**config.mk**
```make
export PLATFORM = sky130hd
export DESIGN_NAME = command_frame_receiver_with_rollback
export DESIGN_NICKNAME = d
export VERILOG_FILES = /design/src/sv/cfrr_pkg.sv /design/src/sv/command_frame_receiver_with_rollback.sv /design/src/sv/cfrr_ram.sv
export VERILOG_INCLUDE_DIRS = /design/src /design/src/sv
export SDC_FILE = /design/constraint.sdc
export NUM_CORES = 1
export LEC_CHECK = 0
export ABC_AREA = 1
export BUFFER_PORTS_ARGS = -buffer_cell sky130_fd_sc_hd__buf_2
export CELL_PAD_IN_SITES_DETAIL_PLACEMENT = 1
export CELL_PAD_IN_SITES_GLOBAL_PLACEMENT = 1
export CORE_UTILIZATION = 39
export CTS_CLUSTER_DIAMETER = 150
export DETAILED_ROUTE_END_ITERATION = 10
export HOLD_SLACK_MARGIN = 0.02
export PLACE_DENSITY_LB_ADDON = 0.3
export SLEW_MARGIN = 20
export SYNTH_ARGS = -nofsm -noshare
export SYNTH_HDL_FRONTEND = slang
export SYNTH_HIERARCHICAL = 1
export SYNTH_SLANG_ARGS = --single-unit
```
**constraint.sdc**
```tcl
create_clock -name i_clk -period 7.9 [get_ports i_clk]
set_input_delay 0.79 -clock i_clk [delete_from_list [all_inputs] [get_ports i_clk]]
set_output_delay 0.79 -clock i_clk [all_outputs]
set_load 0.03 [all_outputs]
```
**src/sv/command_frame_receiver_with_rollback_defines.svh**
```systemverilog
// ============================================================================
// Assertion macros for the command frame receiver
// Shared implication forms, clocked on i_clk, off during reset.
// ============================================================================
`ifndef COMMAND_FRAME_RECEIVER_WITH_ROLLBACK_DEFINES_SVH
`define COMMAND_FRAME_RECEIVER_WITH_ROLLBACK_DEFINES_SVH

// same-cycle implication
`define CFRR_ASSERT_NOW(lbl, ante, cons, msg) \
    lbl: assert property (@(posedge i_clk) disable iff (!i_rst_n) (ante) |-> (cons)) \
        else $error(msg);

// next-cycle implication
`define CFRR_ASSERT_NXT(lbl, ante, cons, msg) \
    lbl: assert property (@(posedge i_clk) disable iff (!i_rst_n) (ante) |=> (cons)) \
        else $error(msg);

`endif

```
**src/sv/cfrr_pkg.sv**
```systemverilog
// ============================================================================
// cfrr_pkg
// Constants, codes and types of the command frame receiver.
// ============================================================================
package cfrr_pkg;

    localparam int RING_DEPTH = 32;
    localparam int RING_AW    = $clog2(RING_DEPTH);
    localparam int MAX_FRAME  = 256;

    // command codes
    localparam logic [1:0] CMD_RX     = 2'd0;
    localparam logic [1:0] CMD_ENQ    = 2'd1;
    localparam logic [1:0] CMD_TX     = 2'd2;
    localparam logic [1:0] CMD_UNUSED = 2'd3;

    // register indexes
    localparam logic [1:0] CFG_ENQ_LIMIT = 2'd0;
    localparam logic [1:0] CFG_DM_LIMIT  = 2'd1;
    localparam logic [1:0] CFG_SEQ_START = 2'd2;

    // line bytes
    localparam logic [7:0] BYTE_ESC  = 8'd27;
    localparam logic [7:0] BYTE_SYNC = 8'd3;
    localparam logic [7:0] BYTE_XON  = 8'd17;
    localparam logic [7:0] BYTE_XOFF = 8'd19;

    localparam logic [12:0] CODE_ROLLBACK = 13'd4;

    // result status codes
    localparam logic [3:0] ST_FLOW     = 4'd0;
    localparam logic [3:0] ST_DISCARD  = 4'd1;
    localparam logic [3:0] ST_FBYTE    = 4'd2;
    localparam logic [3:0] ST_LEN_ERR  = 4'd3;
    localparam logic [3:0] ST_FORWARD  = 4'd4;
    localparam logic [3:0] ST_RB_FOUND = 4'd5;
    localparam logic [3:0] ST_RB_MISS  = 4'd6;
    localparam logic [3:0] ST_RB_IGN   = 4'd7;
    localparam logic [3:0] ST_ENQ      = 4'd8;
    localparam logic [3:0] ST_REFUSED  = 4'd9;
    localparam logic [3:0] ST_SENT     = 4'd10;
    localparam logic [3:0] ST_IDLE     = 4'd11;

    // link sync states
    localparam logic [1:0] SYNC_DOWN = 2'd0;
    localparam logic [1:0] SYNC_REQ  = 2'd1;
    localparam logic [1:0] SYNC_OK   = 2'd2;

    typedef enum logic [3:0] {
        S_IDLE = 4'b0001,
        S_EXEC = 4'b0010,
        S_TXD  = 4'b0100,
        S_SCAN = 4'b1000
    } t_state;

endpackage

```
**src/sv/command_frame_receiver_with_rollback.sv**
```systemverilog
// Received bytes and enqueues run in S_EXEC, which registers the result; a transmit
// goes on to S_TXD for the ring RAM read. Rollback search reads one ring slot per cycle
// through the RAM read port, from slot 0 up to the sent count or the first hit.
// A new beat is accepted only in idle and after the last result has been taken.
// Reset (synchronous, active low) clears control and config; ring RAM not cleared.
// ============================================================================
// command_frame_receiver_with_rollback
// Serial command deframer with a retransmit ring of sequence numbers.
// ============================================================================
`include "command_frame_receiver_with_rollback_defines.svh"

module command_frame_receiver_with_rollback (
    input  logic               i_clk,
    input  logic               i_rst_n,
    // input channel
    input  logic               i_valid,
    output logic               o_ready,
    input  logic [1:0]         i_cmd,
    input  logic [7:0]         i_rx_byte,
    input  logic               i_link_up,
    // output channel
    output logic               o_valid,
    input  logic               i_ready,
    output logic [3:0]         o_status,
    output logic [8:0]         o_frame_pos,
    output logic signed [12:0] o_command_code,
    output logic [7:0]         o_seq_number,
    output logic [4:0]         o_ring_slot,
    output logic               o_inhibit,
    output logic [1:0]         o_sync_state,
    output logic [4:0]         o_ring_used,
    // config
    input  logic               i_cfg_wen,
    input  logic [1:0]         i_cfg_idx,
    input  logic [7:0]         i_cfg_data
);
    import cfrr_pkg::*;

    t_state               r_state;
    logic [1:0]           r_cmd;
    logic [7:0]           r_byte;
    logic                 r_link;
    logic [4:0]           r_enq_lim;
    logic [2:0]           r_dm_lim;
    logic [RING_AW-1:0]   r_wp;
    logic [RING_AW-1:0]   r_rp;
    logic [7:0]           r_next_seq;
    logic [RING_AW:0]     r_sent;
    logic [1:0]           r_sync;
    logic [2:0]           r_inh_cnt;
    logic                 r_prev_link;
    logic [8:0]           r_fidx;
    logic [8:0]           r_flen;
    logic [7:0]           r_prev_byte;
    logic [7:0]           r_h3;
    logic [7:0]           r_h4;
    logic [7:0]           r_tail [4];
    logic [7:0]           r_last_rb;
    logic [2:0]           r_dm_cnt;
    logic [7:0]           r_want;
    logic                 r_dm_exp;
    logic [RING_AW:0]     r_j;
    logic                 r_ovalid;
    logic [3:0]           r_o_status;
    logic [8:0]           r_o_pos;
    logic [12:0]          r_o_code;
    logic [7:0]           r_o_seq;
    logic [4:0]           r_o_slot;
    logic                 r_o_inh;

    logic                 ram_wen;
    logic [RING_AW-1:0]   ram_raddr;
    logic [7:0]           ram_rdata;

    // deframer terms for the byte in r_byte
    logic                 c_flow;
    logic                 c_start;
    logic                 c_active;
    logic [8:0]           c_p;
    logic signed [17:0]   c_nc;
    logic                 c_bad;
    logic [8:0]           c_len;
    logic                 c_done;
    logic [7:0]           c_t [4];
    logic [12:0]          c_code;
    logic [7:0]           c_want;
    logic [2:0]           c_dm_new;
    logic [4:0]           c_used;
    logic                 c_refuse;
    logic [1:0]           c_sync_tx;
    logic                 c_hit;

    always_comb begin
        c_flow   = (r_byte == BYTE_XON) || (r_byte == BYTE_XOFF);
        c_start  = (r_fidx == 9'd0) && (r_byte == BYTE_SYNC) && (r_prev_byte == BYTE_ESC);
        c_active = (r_fidx != 9'd0) || c_start;
        c_p      = c_start ? 9'd2 : r_fidx;
        c_nc     = $signed({2'b0, r_byte, 8'b0}) + $signed({6'b0, r_h3, 4'b0})
                 + $signed({10'b0, r_h4}) - 18'sd8736;
        c_bad    = (c_nc < 18'sd15) || (c_nc > 18'(MAX_FRAME));
        if (c_p == 9'd6) begin
            c_len = c_nc[8:0];
        end else if (c_start) begin
            c_len = 9'd7;
        end else begin
            c_len = r_flen;
        end
        c_done = (({1'b0, c_p} + 10'd1) > {1'b0, c_len}) && (c_len > 9'd14);
        for (int k = 0; k < 4; k++) begin
            if (c_p == 9'(27 + k)) begin
                c_t[k] = r_byte;
            end else if (c_start) begin
                c_t[k] = 8'd0;
            end else begin
                c_t[k] = r_tail[k];
            end
        end
        c_code   = {1'b0, c_t[0], 4'b0} + {5'b0, c_t[1]} - 13'd544;
        c_want   = {c_t[2][3:0], 4'b0} + c_t[3] + 8'd224;
        if (c_want == r_last_rb) begin
            c_dm_new = (r_dm_cnt < 3'd7) ? r_dm_cnt + 3'd1 : r_dm_cnt;
        end else begin
            c_dm_new = 3'd0;
        end
        c_used    = 5'(r_wp - r_rp);
        c_refuse  = !r_link || (RING_AW'(r_wp + 1'b1) == r_rp) || (c_used > r_enq_lim);
        c_sync_tx = (r_link != r_prev_link) ? {1'b0, r_link} : r_sync;
        c_hit     = (ram_rdata == r_want);
    end

    // RAM read address: transmit slot, first or next scanned slot
    always_comb begin
        case (r_state)
            S_EXEC:  ram_raddr = (r_cmd == CMD_TX) ? r_rp : '0;
            S_SCAN:  ram_raddr = RING_AW'(r_j + 1'b1);
            default: ram_raddr = r_rp;
        endcase
        ram_wen = (r_state == S_EXEC) && (r_cmd == CMD_ENQ) && !c_refuse;
    end

    cfrr_ram #(
        .DEPTH (RING_DEPTH),
        .WIDTH (8)
    ) u_ring (
        .i_clk   (i_clk),
        .i_wen   (ram_wen),
        .i_waddr (r_wp),
        .i_wdata (r_next_seq),
        .i_raddr (ram_raddr),
        .o_rdata (ram_rdata)
    );

    assign o_ready = (r_state == S_IDLE) && !r_ovalid;

    // main sequencer
    always_ff @(posedge i_clk) begin
        if (!i_rst_n) begin
            r_state     <= S_IDLE;
            r_enq_lim   <= 5'd8;
            r_dm_lim    <= 3'd5;
            r_wp        <= '0;
            r_rp        <= '0;
            r_next_seq  <= 8'd250;
            r_sent      <= '0;
            r_sync      <= SYNC_DOWN;
            r_inh_cnt   <= 3'd2;
            r_prev_link <= 1'b0;
            r_fidx      <= '0;
            r_flen      <= '0;
            r_prev_byte <= '0;
            r_h3        <= '0;
            r_h4        <= '0;
            for (int k = 0; k < 4; k++) begin
                r_tail[k] <= '0;
            end
            r_last_rb   <= '0;
            r_dm_cnt    <= '0;
            r_ovalid    <= 1'b0;
        end else begin
            if (r_ovalid && i_ready) begin
                r_ovalid <= 1'b0;
            end
            case (r_state)
                S_IDLE: begin
                    if (i_valid && o_ready) begin
                        r_cmd   <= i_cmd;
                        r_byte  <= i_rx_byte;
                        r_link  <= i_link_up;
                        r_state <= S_EXEC;
                    end
                end
                S_EXEC: begin
                    r_state    <= S_IDLE;
                    r_ovalid   <= 1'b1;
                    r_o_status <= ST_IDLE;
                    r_o_pos    <= '0;
                    r_o_code   <= '0;
                    r_o_seq    <= '0;
                    r_o_slot   <= '0;
                    r_o_inh    <= 1'b0;
                    case (r_cmd)
                        CMD_RX: begin
                            if (c_flow) begin
                                r_o_status <= ST_FLOW;
                            end else begin
                                r_prev_byte <= r_byte;
                                if (r_fidx == 9'd0 && !c_start && r_byte != BYTE_ESC) begin
                                    r_sync <= SYNC_REQ;
                                end
                                if (!c_active) begin
                                    r_o_status <= ST_DISCARD;
                                end else begin
                                    // header and tail capture
                                    if (c_start) begin
                                        r_h3 <= '0;
                                        r_h4 <= '0;
                                    end
                                    if (c_p == 9'd3) r_h3 <= r_byte;
                                    if (c_p == 9'd4) r_h4 <= r_byte;
                                    for (int k = 0; k < 4; k++) begin
                                        r_tail[k] <= c_t[k];
                                    end
                                    r_o_pos <= c_p;
                                    if (c_p == 9'd6 && c_bad) begin
                                        r_fidx     <= '0;
                                        r_sync     <= SYNC_REQ;
                                        r_o_status <= ST_LEN_ERR;
                                    end else begin
                                        r_flen <= c_len;
                                        if (!c_done) begin
                                            r_fidx     <= c_p + 9'd1;
                                            r_o_status <= ST_FBYTE;
                                        end else begin
                                            r_fidx   <= '0;
                                            r_o_code <= c_code;
                                            if (c_code != CODE_ROLLBACK) begin
                                                r_o_status <= ST_FORWARD;
                                            end else begin
                                                // rollback request
                                                r_sync <= SYNC_OK;
                                                if (r_inh_cnt != 3'd0) begin
                                                    r_o_status <= ST_RB_IGN;
                                                end else begin
                                                    r_dm_cnt  <= c_dm_new;
                                                    r_last_rb <= c_want;
                                                    r_want    <= c_want;
                                                    r_dm_exp  <= c_dm_new > r_dm_lim;
                                                    r_o_seq   <= c_want;
                                                    if (r_sent == '0) begin
                                                        r_inh_cnt  <= 3'd4;
                                                        r_o_status <= ST_RB_MISS;
                                                        r_o_slot   <= 5'(r_rp);
                                                    end else begin
                                                        r_inh_cnt <= 3'd1;
                                                        r_j       <= '0;
                                                        r_ovalid  <= 1'b0;
                                                        r_state   <= S_SCAN;
                                                    end
                                                end
                                            end
                                        end
                                    end
                                end
                            end
                        end
                        CMD_ENQ: begin
                            if (c_refuse) begin
                                r_o_status <= ST_REFUSED;
                            end else begin
                                r_o_status <= ST_ENQ;
                                r_o_slot   <= 5'(r_wp);
                                r_o_seq    <= r_next_seq;
                                r_wp       <= RING_AW'(r_wp + 1'b1);
                                r_next_seq <= r_next_seq + 8'd1;
                                if (r_sent < (RING_AW + 1)'(RING_DEPTH)) begin
                                    r_sent <= r_sent + 1'b1;
                                end
                            end
                        end
                        CMD_TX: begin
                            r_sync      <= c_sync_tx;
                            r_prev_link <= r_link;
                            if (r_wp != r_rp && r_link && c_sync_tx == SYNC_OK) begin
                                r_ovalid <= 1'b0;
                                r_state  <= S_TXD;
                            end
                        end
                        default: begin
                            r_o_status <= ST_IDLE;
                        end
                    endcase
                end
                S_TXD: begin
                    r_state    <= S_IDLE;
                    r_ovalid   <= 1'b1;
                    r_o_status <= ST_SENT;
                    r_o_seq    <= ram_rdata;
                    r_o_slot   <= 5'(r_rp);
                    r_o_inh    <= r_inh_cnt != 3'd0;
                    if (r_inh_cnt != 3'd0) begin
                        r_inh_cnt <= r_inh_cnt - 3'd1;
                    end
                    r_rp <= RING_AW'(r_rp + 1'b1);
                end
                S_SCAN: begin
                    // ram_rdata holds slot r_j
                    if (c_hit || (r_j + 1'b1 == r_sent)) begin
                        r_state    <= S_IDLE;
                        r_ovalid   <= 1'b1;
                        r_o_status <= c_hit ? ST_RB_FOUND : ST_RB_MISS;
                        if (!c_hit || r_dm_exp) begin
                            r_inh_cnt <= 3'd4;
                        end
                        if (c_hit) begin
                            r_rp     <= r_j[RING_AW-1:0];
                            r_o_slot <= 5'(r_j[RING_AW-1:0]);
                        end else if (r_sent == (RING_AW + 1)'(RING_DEPTH)) begin
                            r_rp     <= RING_AW'(r_wp + 2'd2);
                            r_o_slot <= 5'(RING_AW'(r_wp + 2'd2));
                        end else begin
                            r_o_slot <= 5'(r_rp);
                        end
                    end else begin
                        r_j <= r_j + 1'b1;
                    end
                end
                default: begin
                    r_state <= S_IDLE;
                end
            endcase
            // config writes, to be made only while idle; the block itself does not enforce this
            if (i_cfg_wen) begin
                case (i_cfg_idx)
                    CFG_ENQ_LIMIT: r_enq_lim  <= i_cfg_data[4:0];
                    CFG_DM_LIMIT:  r_dm_lim   <= i_cfg_data[2:0];
                    CFG_SEQ_START: r_next_seq <= i_cfg_data;
                    default:       ;
                endcase
            end
        end
    end

    assign o_valid        = r_ovalid;
    assign o_status       = r_o_status;
    assign o_frame_pos    = r_o_pos;
    assign o_command_code = $signed(r_o_code);
    assign o_seq_number   = r_o_seq;
    assign o_ring_slot    = r_o_slot;
    assign o_inhibit      = r_o_inh;
    assign o_sync_state   = r_sync;
    assign o_ring_used    = 5'(r_wp - r_rp);

    // checks
    `CFRR_ASSERT_NOW(a_ready_no_result, o_ready, !o_valid, "ready while result pending")
    `CFRR_ASSERT_NXT(a_accept_exec, i_valid && o_ready, r_state == S_EXEC, "accept not executed")
    `CFRR_ASSERT_NOW(a_scan_bound, r_state == S_SCAN, r_j < r_sent, "scan past sent slots")
    `CFRR_ASSERT_NOW(a_busy_no_valid, r_state != S_IDLE, !o_valid || r_state == S_EXEC,
                     "result during ring access")

endmodule

```
**src/sv/cfrr_ram.sv**
```systemverilog
// ============================================================================
// cfrr_ram
// Simple dual-port RAM, one write and one registered read port.
// ============================================================================
module cfrr_ram #(
    parameter int DEPTH = 32,
    parameter int WIDTH = 8
) (
    input  logic                     i_clk,
    input  logic                     i_wen,
    input  logic [$clog2(DEPTH)-1:0] i_waddr,
    input  logic [WIDTH-1:0]         i_wdata,
    input  logic [$clog2(DEPTH)-1:0] i_raddr,
    output logic [WIDTH-1:0]         o_rdata
);

    logic [WIDTH-1:0] r_mem [DEPTH];
    logic [WIDTH-1:0] r_rdata;

    // write port
    always_ff @(posedge i_clk) begin
        if (i_wen) begin
            r_mem[i_waddr] <= i_wdata;
        end
    end

    // registered read
    always_ff @(posedge i_clk) begin
        r_rdata <= r_mem[i_raddr];
    end

    assign o_rdata = r_rdata;

endmodule

```
# After elaboration in Yosys (flattened, before gate mapping)
# Memory sizes are Yosys's and may differ from the RTL's. A register that Yosys moved wholly into a read port is not among the register bits.
# Cells that the tools add are included.
# Widths: inputs -> output; s select.
totals:
  reg_bits: 162
  ramBits: 288
  inputBits: 26
  output_inout_bits: 49
  wordCells: 302
  mem_count: 2
classes:
  n_addsub: 18
  order_cmp: 8
  n_eq_ne: 43
  muxes: 128
  bitwise: 12
  n_reduce_logical: 61
mem_list:
  columns: ["name", "words", "width", "read_ports", "rd_ports_with_merged_regs", "wr", "line", "source"]
  rows:
  - ["u_ring.r_mem", 32, 8, 1, 1, 1, "cfrr_ram.sv:17", "logic [WIDTH-1:0] r_mem [DEPTH];"]
  - ["r_tail", 4, 8, 4, 0, 4, "command_frame_receiver_with_rollback.sv:57", "logic [7:0] r_tail [4];"]
ops:
  columns: ["operator", "n"]
  rows:
  - ["$mux 8", 27]
  - ["$mux 4", 17]
  - ["$mux 5", 12]
  - ["$mux 6", 9]
  - ["$mux 9", 5]
  - ["$mux 3", 14]
  - ["$eq 9x5->1 const B", 4]
  - ["$pmux 8 s2", 2]
  - ["$pmux 5 s2", 3]
  - ["$eq 8x5->1 const B", 3]
  - ["$ne 2x2->1 const B", 12]
  - ["$pmux 4 s3", 2]
  - ["$reduce_and 11->1", 2]
  - ["$mux 1", 20]
  - ["$add 17x8->18", 1]
  - ["$eq 9x3->1 const B", 2]
  - ["$gt 18x10->1 const B", 1]
  - ["$lt 18x5->1 const B", 1]
  - ["$sub 18x15->18 const B", 1]
  - ["$add 16x12->17", 1]
  - ["$eq 8x8->1", 2]
  - ["$mux 2", 8]
  - ["$pmux 4 s2", 2]
  - ["$pmux 5 s3", 1]
  - ["59 further kinds", 118]

# Logic depth before layout (Yosys ltp)
# Gate-level depths: netlist of run 1.
depth:
  word_depth: 16
  ltp_mapped: 39
  depth_no_buf: 36

# Hierarchy
# The synthesis of run 1 kept the hierarchy.
modules_own_cells:
  columns: ["mod", "instances", "cells_per_inst", "area_each_um2"]
  rows:
  - ["command_frame_receiver_with_rollback", 1, 1542, 11588.6]
  - ["cfrr_ram", 1, 922, 10786.6]

# Worst setup path before layout of run 1
# OpenSTA, ideal clock, no wires.
synth_path:
  kind: "register to register"
  start: "register r_byte[6]"
  end: "register r_dm_exp, enable pin"
  arrival_ns: 5.260
  required_time_ns: 7.513
  setup_slack_ns: 2.254
  path_stages_with_launch: 33
  period_less_slack_ns: 5.646
  path_cell_list: "edfxtp_1 inv_1 ha_1 nand2_1 inv_1 nand3_1 nor2_4 nand2_4 buf_6 buf_4 inv_1 nor2_1 inv_1 ha_1 nand2_1 nor3_1 nand2_2 buf_1 o21ai_0 inv_1 ha_1 inv_1 ha_1 fa_1 nand3_1 nand2_1 xnor2_1 nand3_1 nor2_1 nand3_1 nor2_1 nand2_1 nor3_1"
synth_between:
  elab_chain_len: 11
synth_rtl:
  columns: ["element", "line", "source"]
  rows:
  - ["from (decl)", "command_frame_receiver_with_rollback.sv:41", "logic [7:0] r_byte;"]
  - ["from (signal assigned)", "command_frame_receiver_with_rollback.sv:187", "r_byte <= i_rx_byte;"]
  - ["$eq 8x2->1 *", "command_frame_receiver_with_rollback.sv:95", "c_start = (r_fidx == 9'd0) && (r_byte == BYTE_SYNC) && (r_prev_byte == BYTE_ESC);"]
  - ["$logic_and 1x1->1 * (2 in series)", "command_frame_receiver_with_rollback.sv:95", null]
  - ["$mux 9 *", "command_frame_receiver_with_rollback.sv:97", "c_p = c_start ? 9'd2 : r_fidx;"]
  - ["named net c_p[1]", "command_frame_receiver_with_rollback.sv:79", "logic [8:0] c_p;"]
  - ["$eq 9x5->1", "command_frame_receiver_with_rollback.sv:110", "if (c_p == 9'(27 + k)) begin"]
  - ["$mux 8", "command_frame_receiver_with_rollback.sv:110", null]
  - ["$add 12x8->13", "command_frame_receiver_with_rollback.sv:118", "c_code = {1'b0, c_t[0], 4'b0} + {5'b0, c_t[1]} - 13'd544;"]
  - ["$sub 13x10->13", "command_frame_receiver_with_rollback.sv:118", null]
  - ["$ne 13x3->1", "command_frame_receiver_with_rollback.sv:236", "if (c_code != CODE_ROLLBACK) begin"]
  - ["$not 1->1 (no line)", null, null]
  - ["$reduce_and 9->1 (no line) *", null, null]
  - ["to (signal assigned)", "command_frame_receiver_with_rollback.sv:247", "r_dm_exp <= c_dm_new > r_dm_lim;"]
  - ["to (decl)", "command_frame_receiver_with_rollback.sv:61", "logic r_dm_exp;"]
# Mark *: on every way through the listed nets, which the timed path passes. The rest lies on a longest branch.
# A chain may end at the register's enable or synchronous reset.

# Final worst setup path of run 1
layout_path:
  start: "register r_byte[6]"
  end: "register r_j[1], enable pin"
layout_between:
  elab_chain_len: 11
layout_rtl:
  columns: ["element", "line", "source"]
  rows:
  - ["$eq 8x2->1 *", "command_frame_receiver_with_rollback.sv:95", null]
  - ["$logic_and 1x1->1 * (2 in series)", "command_frame_receiver_with_rollback.sv:95", null]
  - ["$mux 9 *", "command_frame_receiver_with_rollback.sv:97", null]
  - ["named net c_p[1]", "command_frame_receiver_with_rollback.sv:79", null]
  - ["$eq 9x5->1", "command_frame_receiver_with_rollback.sv:110", null]
  - ["$mux 8", "command_frame_receiver_with_rollback.sv:110", null]
  - ["$add 12x8->13", "command_frame_receiver_with_rollback.sv:118", null]
  - ["$sub 13x10->13", "command_frame_receiver_with_rollback.sv:118", null]
  - ["$ne 13x3->1", "command_frame_receiver_with_rollback.sv:236", null]
  - ["$ne 2x2->1 (no line)", null, null]
  - ["$reduce_and 11->1 (no line) *", null, null]
  - ["to (signal assigned)", "command_frame_receiver_with_rollback.sv:324", "r_j <= r_j + 1'b1;"]
  - ["to (decl)", "command_frame_receiver_with_rollback.sv:62", "logic [RING_AW:0] r_j;"]
# Marked as above.

==> reports/metrics.yaml, run 1 <==
grt.overflow.total: 0
critPathArrivalTime_ns: 7.03
layout-drive-gt1-share_pct: 9.22
synth_cells: 2464
coreArea_sq_um: 56500
grtUsageTotal_pct: 22.9
yosysTopAreaCell: "edfxtp_1"
cts_setup_buffers: 0
synth.distinct_cells: 50
path_class: "flop to flop"
ctsResizeCount: 0
setup_viol: 0
ctsHoldBuffers: 0
wirelength_microns: 66500
fin_setup_tns_ns: 0
fp-row-count: 87
leakagePower_nw: 10.1
synthMostInstantiatedCell: "nand2_1"
gp_congestion: 0.899
grt_antenna_before_repair: 3
r2r_slack_ns: 1.10
die_w_microns: 242
cts_tree: "done"
first_pass_iters: 6
first_iter_violations: 927
syn_to_final_growth_pct: 12.1
viasPerCell: 5.20
grt_pass1_wl_microns: 105000
setup.worst_path.end: "r_j[1]$_SDFFCE_PN0P_"
synth_common_cells: "nand2_1 (703), edfxtp_1 (350), nand3_1 (304), inv_1 (231), nor2_1 (215)"
rsz0062_at_grt: "false"
synthArstFlopShare_pct: 0
synth_top_area_share_pct: 47.0
cts-root-buf: "clkbuf_16"
numClockSinks: 454
path_max_fanout: 37
yosys-top-cells-area: "edfxtp_1 (47%), nand2_1 (12%), dfxtp_1 (9.3%)"
grt_max_degree: 74
ys_ff_latch: 454
syn-cell-area_sq_um: 22400
clkLatencyLatePin_ns: 0.61
final_nets: 2631
power_density_nw_per_um2: 209
detail-route-antenna-nets: 0
startpoint: "r_byte[6]$_DFFE_PP_"
avgSynthCellArea_sq_um: 9.08
maxSlewViolCount: 0
hold_viol: 0
synth_nets: 2567
slowest_delay_ns: 0.51
dp_hpwl_microns: 46300
worstSetupEndpointType: "flop"
fin_crit_ns: 6.80
cts.reportedPaths.clkPinSlew_ns: 0.06
ioPinCount: 75
grt_pass1_vias: 18360
fp.dieH_microns: 242
htreeDepth: 2
cts_made_buffers: 51
wl_per_cell_microns: 20.0
worstSetupStartpointType: "flop"
r2r_end: "r_j[1]$_SDFFCE_PN0P_"
fin_total_pwr_mw: 5.24
drv_cap: 0
synth_edf_count: 350
ir_drop_mv: 0.169
slew_headroom_pct: 34.7
worst_path_most_repeated_cell: "inv_1"
status: "complete, no violations"
clockBufferDepth: 3
io_buffers: 74
worst_pin_slew_ns: 0.976
finalCritPeriodShare_pct: 86.0
dieArea_sq_um: 58300
reg2regPathDepth: 33
r2r_start: "r_byte[6]$_DFFE_PP_"
initial_core_util_pct: 39.6
required_ns: 8.14
yosys_most_used_dff: "edfxtp_1"
drc: 0
clock_skew_ns: 0.0265
yosysWarnings: 6
vias: 17312
yosysSeqAreaShare_pct: 56.3
max_clock_freq_ghz: 0.147
hp-class: "input port to flop"
cp_slowest_cell: "edfxtp_1"
diodes: 0
stage by stage:
stage | setup WS (ns) | instances | cell area [sq um] | hold slack, ns | util, %
final | 1.10 | 3327 | 25100 | 0.361 | 44.4
after global routing | 0.497 | 3327 | 25100 | 0.345 | 44.4
after CTS | 1.11 | 3327 | 25100 | 0.330 | 44.4
after detailed placement | 1.14 | 3231 | 23300 | 0.443 | 41.3
after global placement | 1.41 | 3231 | 23300 | 0.444 | 41.3
after floorplan | 2.25 | 2464 | 22400 | 0.429 | -
cell type report:
type,instances,area (sq um)
Inverter,249,937
Tap cell,756,946
Clock buffer,81,1520
Clock inverter,15,195
Timing Repair Buffer,98,551
Multi-Input combinational cell,1674,8330
Fill cell,6512,31400
Sequential cell,454,12600
sequential cells by signal (all words and copies together) (netlist names), 9 cells and up:
register	flops
u_ring/r_mem	256
r_tail	28
o_command_code	13
o_frame_pos	9
r_fidx	9
r_flen	9
layout by cell type, fill, tap and decap left out, drive strengths merged, types with 27 or more instances in the layout:
| cell | count |
|---|---|
| clkbuf | 81 |
| o21ai | 87 |
| ha | 73 |
| buf | 98 |
| dfxtp | 104 |
| nand2 | 714 |
| xor2 | 28 |
| edfxtp | 350 |
| nand4 | 27 |
| inv | 244 |
| nor3 | 28 |
| nor2 | 226 |
| a21oi | 99 |
| nand3 | 305 |
power by group:
group	leakage [nW]	switching, mW	total [mW]	internal (mW)
logic	5.20	0.163	0.225	0.0623
registers	4.02	0.0165	2.60	2.59
clock network	0.837	0.986	2.41	1.43
total	10.1	1.17	5.24	4.08
layer usage:
layer  part of all wire (%)  vias up  GRT usage, %
li1                       -     8384             -
met1                     42     8522          28.1
met2                     50      285          40.8
met3                    3.9      117          3.27
met4                    3.2        4          8.28
met5                  0.041        -             0
cell families after synthesis:
family | share of synthesized area, %
AOI/OAI and AO/OA | 5.83
DFF | 56.3
adders and majority gates | 4.48
buffers and inverters | 6.75
xor gates and xnor gates | 1.41
and+or+nand+nor | 25.2
worst max-delay path, delay by kind of cell, from the launching register on:
family                     cells  cell delay, ns
DFF                            1            0.51
AOI/OAI and AO/OA              2            0.35
buffers and inverters          6            0.74
xor gates and xnor gates       1            0.18
adders and majority gates      5            1.37
and+or+nand+nor               19            3.26
worst min path at each step:
stage                                         start                        end  slack (ns)  cells after the start
after global placement    r_inh_cnt[1]$_SDFFE_PN1P_  r_inh_cnt[1]$_SDFFE_PN1P_        0.44                      2
after global routing                   i_rx_byte[7]        r_byte[7]$_DFFE_PP_        0.35                      1
after floorplan           r_inh_cnt[1]$_SDFFE_PN1P_  r_inh_cnt[1]$_SDFFE_PN1P_        0.43                      2
final                                  i_rx_byte[6]        r_byte[6]$_DFFE_PP_        0.36                      1
after detailed placement  r_inh_cnt[1]$_SDFFE_PN1P_  r_inh_cnt[1]$_SDFFE_PN1P_        0.44                      2
after CTS                              i_rx_byte[6]        r_byte[6]$_DFFE_PP_        0.33                      1
Power figures use the tool's default switching activity.
==> run 2, diff against run 1 <==
- CORE_UTILIZATION: 39 -> 34
- RECOVER_POWER: unset -> 25
==> run 2 against run 1 <==
The run now ends with max-capacitance violations, max-slew violations left. Clock skew up 0.023 ns. Via count fell by 0.24%. Register-to-register slack got worse by 0.22 ns. Core utilization shrank 5.3 points. Combinational power about the same. Wire length grew 0.44%. Hold slack better by 0.0028 ns. Clock power grew 8.3%. Critical path depth is the same. Highest routed layer is now met4.
==> reports/metrics.yaml, run 2 (same netlist as run 1, synthesis figures left out) <==
drc: 0
crit_buf_inv: 6
coreArea_sq_um: 64700
fin_setup_tns_ns: 0
final_cell_mix: "nand2_1 (703), edfxtp_1 (350), nand3_1 (304), inv_1 (230), nor2_1 (214)"
setup_viol: 0
grt_pass1_wl_microns: 105000
cts_setup_buffers: 0
max_clock_freq_ghz: 0.142
fp.dieH_microns: 259
largest-register: "u_ring/r_mem"
grt_max_degree: 97
clock_skew_ns: 0.0497
grt_pass1_vias: 18292
final_nets: 2630
layout-drive-gt1-share_pct: 9.03
htreeDepth: 2
hold_viol: 0
ctsHoldBuffers: 0
dp_hpwl_microns: 46000
detail-route-antenna-nets: 0
ctsResizeCount: 0
mostFrequentLayoutCell: "nand2_1"
die_w_microns: 259
cts-root-buf: "clkbuf_16"
fin_crit_ns: 7.02
grt_antenna_before_repair: 2
finalCritPeriodShare_pct: 88.8
slew_headroom_pct: -35.7
clockBufferDepth: 3
required_ns: 8.13
ioPinCount: 75
status: "finished, violations left"
numClockSinks: 454
cts_tree: "done"
maxSlewViolCount: 254
vias: 17271
fin_util_pct: 39.1
rsz0062_at_grt: "false"
critPathArrivalTime_ns: 7.25
path_max_fanout: 37
failed_checks: "max-capacitance violations, max-slew violations"
slowest_delay_ns: 0.50
drv_cap: 7
fp-row-count: 93
gp_congestion: 0.874
cts_made_buffers: 50
worst_pin_slew_ns: 2.04
first_iter_violations: 1130
cp_slowest_cell: "edfxtp_1"
path_class: "flop to flop"
wl_per_cell_microns: 19.5
clkLatencyLatePin_ns: 0.63
viasPerCell: 5.04
initial_core_util_pct: 34.6
leakagePower_nw: 10.1
worst_path_most_repeated_cell: "inv_1"
wirelength_microns: 66800
grtUsageTotal_pct: 20.1
power_density_nw_per_um2: 215
worstSetupEndpointType: "flop"
dieArea_sq_um: 66800
syn_to_final_growth_pct: 13.0
io_buffers: 74
cts.reportedPaths.clkPinSlew_ns: 0.06
grt.overflow.total: 0
first_pass_iters: 5
worstSetupStartpointType: "flop"
largest_register_ffs: 256
hp-class: "input port to flop"
critPathTopFamily: "simple AND/OR/NAND/NOR gates"
ir_drop_mv: 0.130
-- run 2: cell type report --
class                           instances  area, sq um
Fill cell                            7500        39400
Sequential cell                       454        12600
Multi-Input combinational cell       1674         8320
Clock buffer                           60         1370
Tap cell                              855         1070
Inverter                              249          937
Timing Repair Buffer                   98          518
Clock inverter                         34          480
Antenna cell                            1         2.50
-- run 2: path summary, 6_finish.rpt --
| kind | from | to | slack [ns] | cells past startpoint |
|---|---|---|---|---|
| worst max-delay path | r_byte[6]$_DFFE_PP_ | r_j[3]$_SDFFCE_PN0P_ | 0.88 | 33 |
| worst min register to register | r_flen[1]$_SDFFE_PN0P_ | r_flen[1]$_SDFFE_PN0P_ | 0.46 | 2 |
| worst min-delay path | i_rx_byte[1] | r_byte[1]$_DFFE_PP_ | 0.36 | 1 |
| worst max register to register | r_byte[6]$_DFFE_PP_ | r_j[3]$_SDFFCE_PN0P_ | 0.88 | 33 |
-- run 2: stage by stage --
stage	setup slack (ns)	total power, mW	hold WS, ns	std cells	area [sq um]
6_report	0.882	5.44	0.364	3425	25300
5_1_grt	0.364	5.61	0.344	3424	25300
4_1_cts	0.880	5.49	0.337	3423	25300
3_5_place_dp	1.02	2.88	0.453	3329	23500
3_3_place_gp	1.33	2.87	0.439	3329	23500
2_1_floorplan	2.25	2.79	0.429	2464	22400
-- run 2: layer usage --
metal / global-route usage [%] / part of all wire, % / vias up
met3: 2.29 / 3.3 / 101
met1: 25.7 / 45 / 8485
met2: 35.5 / 50 / 282
li1: - / - / 8403
met5: 0 / 0 / -
met4: 5.97 / 2.5 / 0
-- run 2: where the power goes --
group	total [mW]	switching (mW)	internal [mW]
clock	2.61	1.03	1.57
combinational	0.224	0.164	0.0606
sequential	2.61	0.0175	2.59
==> run 3, diff against run 2 <==
- ABC_AREA: 1 -> unset
==> run 3 against run 2 <==
The run still ends with max-capacitance violations, max-slew violations left. Area after synthesis shrank 5.4%. Combinational power shrank 27%. Synthesized cell count shrank 36%. Critical path depth shrank 10. Global-route usage shrank 1.9 points. Hold slack lost 0.0081 ns. Clock skew grew 0.017 ns. Via count shrank 22%. Sequential share of layout area grew 2.2 points. Final cell count shrank 25%. Non-clock buffer count grew 7. Critical endpoint is now r_dm_cnt[0]$_SDFFE_PN0P_. Largest cell class unchanged.
==> reports/metrics.yaml, run 3 <==
r2r_end: "r_dm_cnt[0]$_SDFFE_PN0P_"
mostFrequentLayoutCell: "edfxtp_1"
finalCritPeriodShare_pct: 90.8
switching_power_mw: 1.14
slowest_delay_ns: 0.66
avgSynthCellArea_sq_um: 13.3
crit_cells: 23
r2r_start: "r_byte[6]$_DFFE_PP_"
yosysSeqAreaShare_pct: 59.5
hold_viol: 0
worstSetupEndpointType: "flop"
grt_pass1_wl_microns: 87500
grt_antenna_before_repair: 1
swShare_pct: 22.3
cp_slowest_cell: "nand4_1"
internal_power_mw: 3.99
path_max_fanout: 11
wl_per_cell_microns: 22.5
htreeDepth: 2
grt.overflow.total: 0
cts-root-buf: "clkbuf_16"
synth_common_cells: "edfxtp_1 (350), nor2_1 (182), dfxtp_1 (104), mux4_2 (80), inv_1 (76)"
layout-drive-gt1-share_pct: 17.6
leakagePower_nw: 8.38
synthMostInstantiatedCell: "edfxtp_1"
fin_util_pct: 39.3
final_cell_mix: "edfxtp_1 (350), nor2_1 (182), dfxtp_1 (104), mux4_2 (80)"
worstPathCellList: "inv_1 -> ha_1 -> and3b_1 -> nand4_1 -> nor2_1 -> nor2_1 -> inv_1 -> ha_1 -> or3b_1 -> nor3_1 -> a21oi_1 -> ha_1 -> inv_1 -> ha_1 -> fa_1 -> xor2_1 -> or4_1 -> nor3_1 -> nand3_1 -> nor4_2 -> nand4_1 -> nor2_1 -> a32o_1"
grtUsageTotal_pct: 18.2
r2r_slack_ns: 0.72
viasPerCell: 5.30
yosys-top-cells-area: "edfxtp_1 (50%), dfxtp_1 (9.8%), mux4_2 (8.5%)"
fin_crit_ns: 7.18
status: "finished, violations left"
critPathTopFamily: "simple AND/OR/NAND/NOR gates"
p_seq_share_pct: 50.5
fin_total_pwr_mw: 5.14
grt_max_degree: 65
setup.worst_path.end: "r_dm_cnt[0]$_SDFFE_PN0P_"
synthArstFlopShare_pct: 0
pre_cts_ws_ns: 0.847
hp-class: "input port to flop"
clockPowerShare_pct: 46.4
vias: 13539
die_w_microns: 251
worstSetupStartpointType: "flop"
synth_top_area_share_pct: 49.7
path_class: "flop to flop"
cts_made_buffers: 51
synth_cells: 1586
clockBufferDepth: 3
fp-row-count: 91
slew_headroom_pct: -26.6
worst_pin_slew_ns: 1.90
required_ns: 8.46
grt_pass1_vias: 14144
dp_hpwl_microns: 40100
ctsResizeCount: 0
ir_drop_mv: 0.159
io_buffers: 74
largest_register_ffs: 256
syn-cell-area_sq_um: 21200
numClockSinks: 454
combPwrFrac_pct: 3.2
synth.distinct_cells: 88
yosys_most_used_dff: "edfxtp_1"
setup_slack_ns: 0.725
yosysTopAreaCell: "edfxtp_1"
n_fill_cell: 6443
yosysWarnings: 6
clkLatencyLatePin_ns: 0.63
maxSlewViolCount: 143
synth_edf_count: 350
final_nets: 1780
ys_ff_latch: 454
first_iter_violations: 1033
dieArea_sq_um: 63200
first_pass_iters: 5
worst_path_most_repeated_cell: "ha_1"
fin_setup_tns_ns: 0
synth_nets: 1689
ioPinCount: 75
cts_setup_buffers: 0
reg2regPathDepth: 23
detail-route-antenna-nets: 0
critPathArrivalTime_ns: 7.73
cts.reportedPaths.clkPinSlew_ns: 0.06
clock_skew_ns: 0.0666
crit_buf_inv: 3
fp.dieH_microns: 251
rsz0062_at_grt: "false"
initial_core_util_pct: 34.3
max_clock_freq_ghz: 0.139
cts_tree: "done"
diodes: 0
power_density_nw_per_um2: 212
wirelength_microns: 57500
gp_congestion: 0.828
drv_cap: 4
drc: 0
syn_to_final_growth_pct: 14.4
setup_viol: 0
largest-register: "u_ring/r_mem"
ctsHoldBuffers: 0
coreArea_sq_um: 61600
failed_checks: "max-capacitance violations, max-slew violations"
startpoint: "r_byte[6]$_DFFE_PP_"
run 3: cell types whose count changed in the layout (fill, tap and decap cells not counted), moves of 29 or more:
| cell | delta |
|---|---|
| o21ai_0 | -35 |
| a21oi_1 | -37 |
| nand3_1 | -267 |
| nor2_1 | -32 |
| inv_1 | -157 |
| nand2_1 | -639 |
| a22oi_1 | +31 |
| mux4_2 | +80 |
| xnor2_1 | +29 |
| and3_1 | +39 |
run 3: worst min-delay path by stage:
| stage | from | end | slack (ns) | depth (start not counted) |
|---|---|---|---|---|
| finish | i_rx_byte[1] | r_byte[1]$_DFFE_PP_ | 0.36 | 1 |
| global route | i_cmd[0] | r_cmd[0]$_DFFE_PP_ | 0.33 | 1 |
| CTS | i_rx_byte[1] | r_byte[1]$_DFFE_PP_ | 0.32 | 1 |
| detailed placement | r_next_seq[0]$_SDFF_PN0_ | u_ring/r_mem[2][0]$_DFFE_PP_ | 0.46 | 0 |
| global placement | r_inh_cnt[1]$_SDFFE_PN1P_ | r_inh_cnt[1]$_SDFFE_PN1P_ | 0.45 | 1 |
| floorplan | r_inh_cnt[1]$_SDFFE_PN1P_ | r_inh_cnt[1]$_SDFFE_PN1P_ | 0.44 | 1 |
run 3: per-layer routing:
layer  up-vias  wire length (microns)  GRT usage [%]
met2       250                  27700           30.2
met5         -                      0              0
met3        73                   2610           3.06
met1      7006                  26200           24.7
li1       6210                      -              -
met4         0                   1020           4.63
run 3: worst reg2reg max path, stage by stage, from the launching register on:
cell	delay [ns]
edfxtp_1	0.55
inv_1	0.26
ha_1	0.23
and3b_1	0.25
nand4_1	0.23
nor2_1	0.21
nor2_1	0.10
inv_1	0.11
ha_1	0.34
or3b_1	0.47
nor3_1	0.46
a21oi_1	0.21
ha_1	0.32
inv_1	0.04
ha_1	0.21
fa_1	0.41
xor2_1	0.16
or4_1	0.41
nor3_1	0.36
nand3_1	0.18
nor4_2	0.37
nand4_1	0.66
nor2_1	0.38
a32o_1	0.20
run 3: layout make-up:
class	instances	area [sq um]	area share, %
flip-flops and latches	454	12600	52.0
multi-input cells	988	8010	33.1
clock buffers	60	1310	5.41
well taps	837	1050	4.33
repair buffers	105	574	2.37
clock inverters	35	377	1.56
inverters	77	289	1.19
run 3: kinds of logic (layout without fill, tap and decap cells):
| group | Yosys count | after routing | synth area share, % |
|---|---|---|---|
| and+or+nand+nor | 474 | 474 | 11.7 |
| adders and majority gates | 77 | 77 | 4.70 |
| muxes | 115 | 115 | 10.2 |
| AOI/OAI and AO/OA | 257 | 257 | 8.27 |
| buffers and inverters | 144 | 277 | 2.80 |
| DFF | 454 | 454 | 59.5 |
| xor gates and xnor gates | 65 | 65 | 2.82 |
run 3: through the flow:
step                      hold slack, ns  instances  area, sq um
after detailed placement           0.456       2461        22500
final                              0.356       2556        24200
after global placement             0.445       2461        22500
after floorplan                    0.436       1586        21200
after global routing               0.327       2556        24200
after CTS                          0.317       2556        24200
run 3: power by group through the flow:
stage / logic, mW / clock network (mW) / registers (mW)
2_1_floorplan: 0.0939 / 0 / 2.65
3_3_place_gp: 0.160 / 0 / 2.64
3_5_place_dp: 0.165 / 0 / 2.64
4_1_cts: 0.166 / 2.44 / 2.59
5_1_grt: 0.181 / 2.51 / 2.59
6_report: 0.163 / 2.38 / 2.59
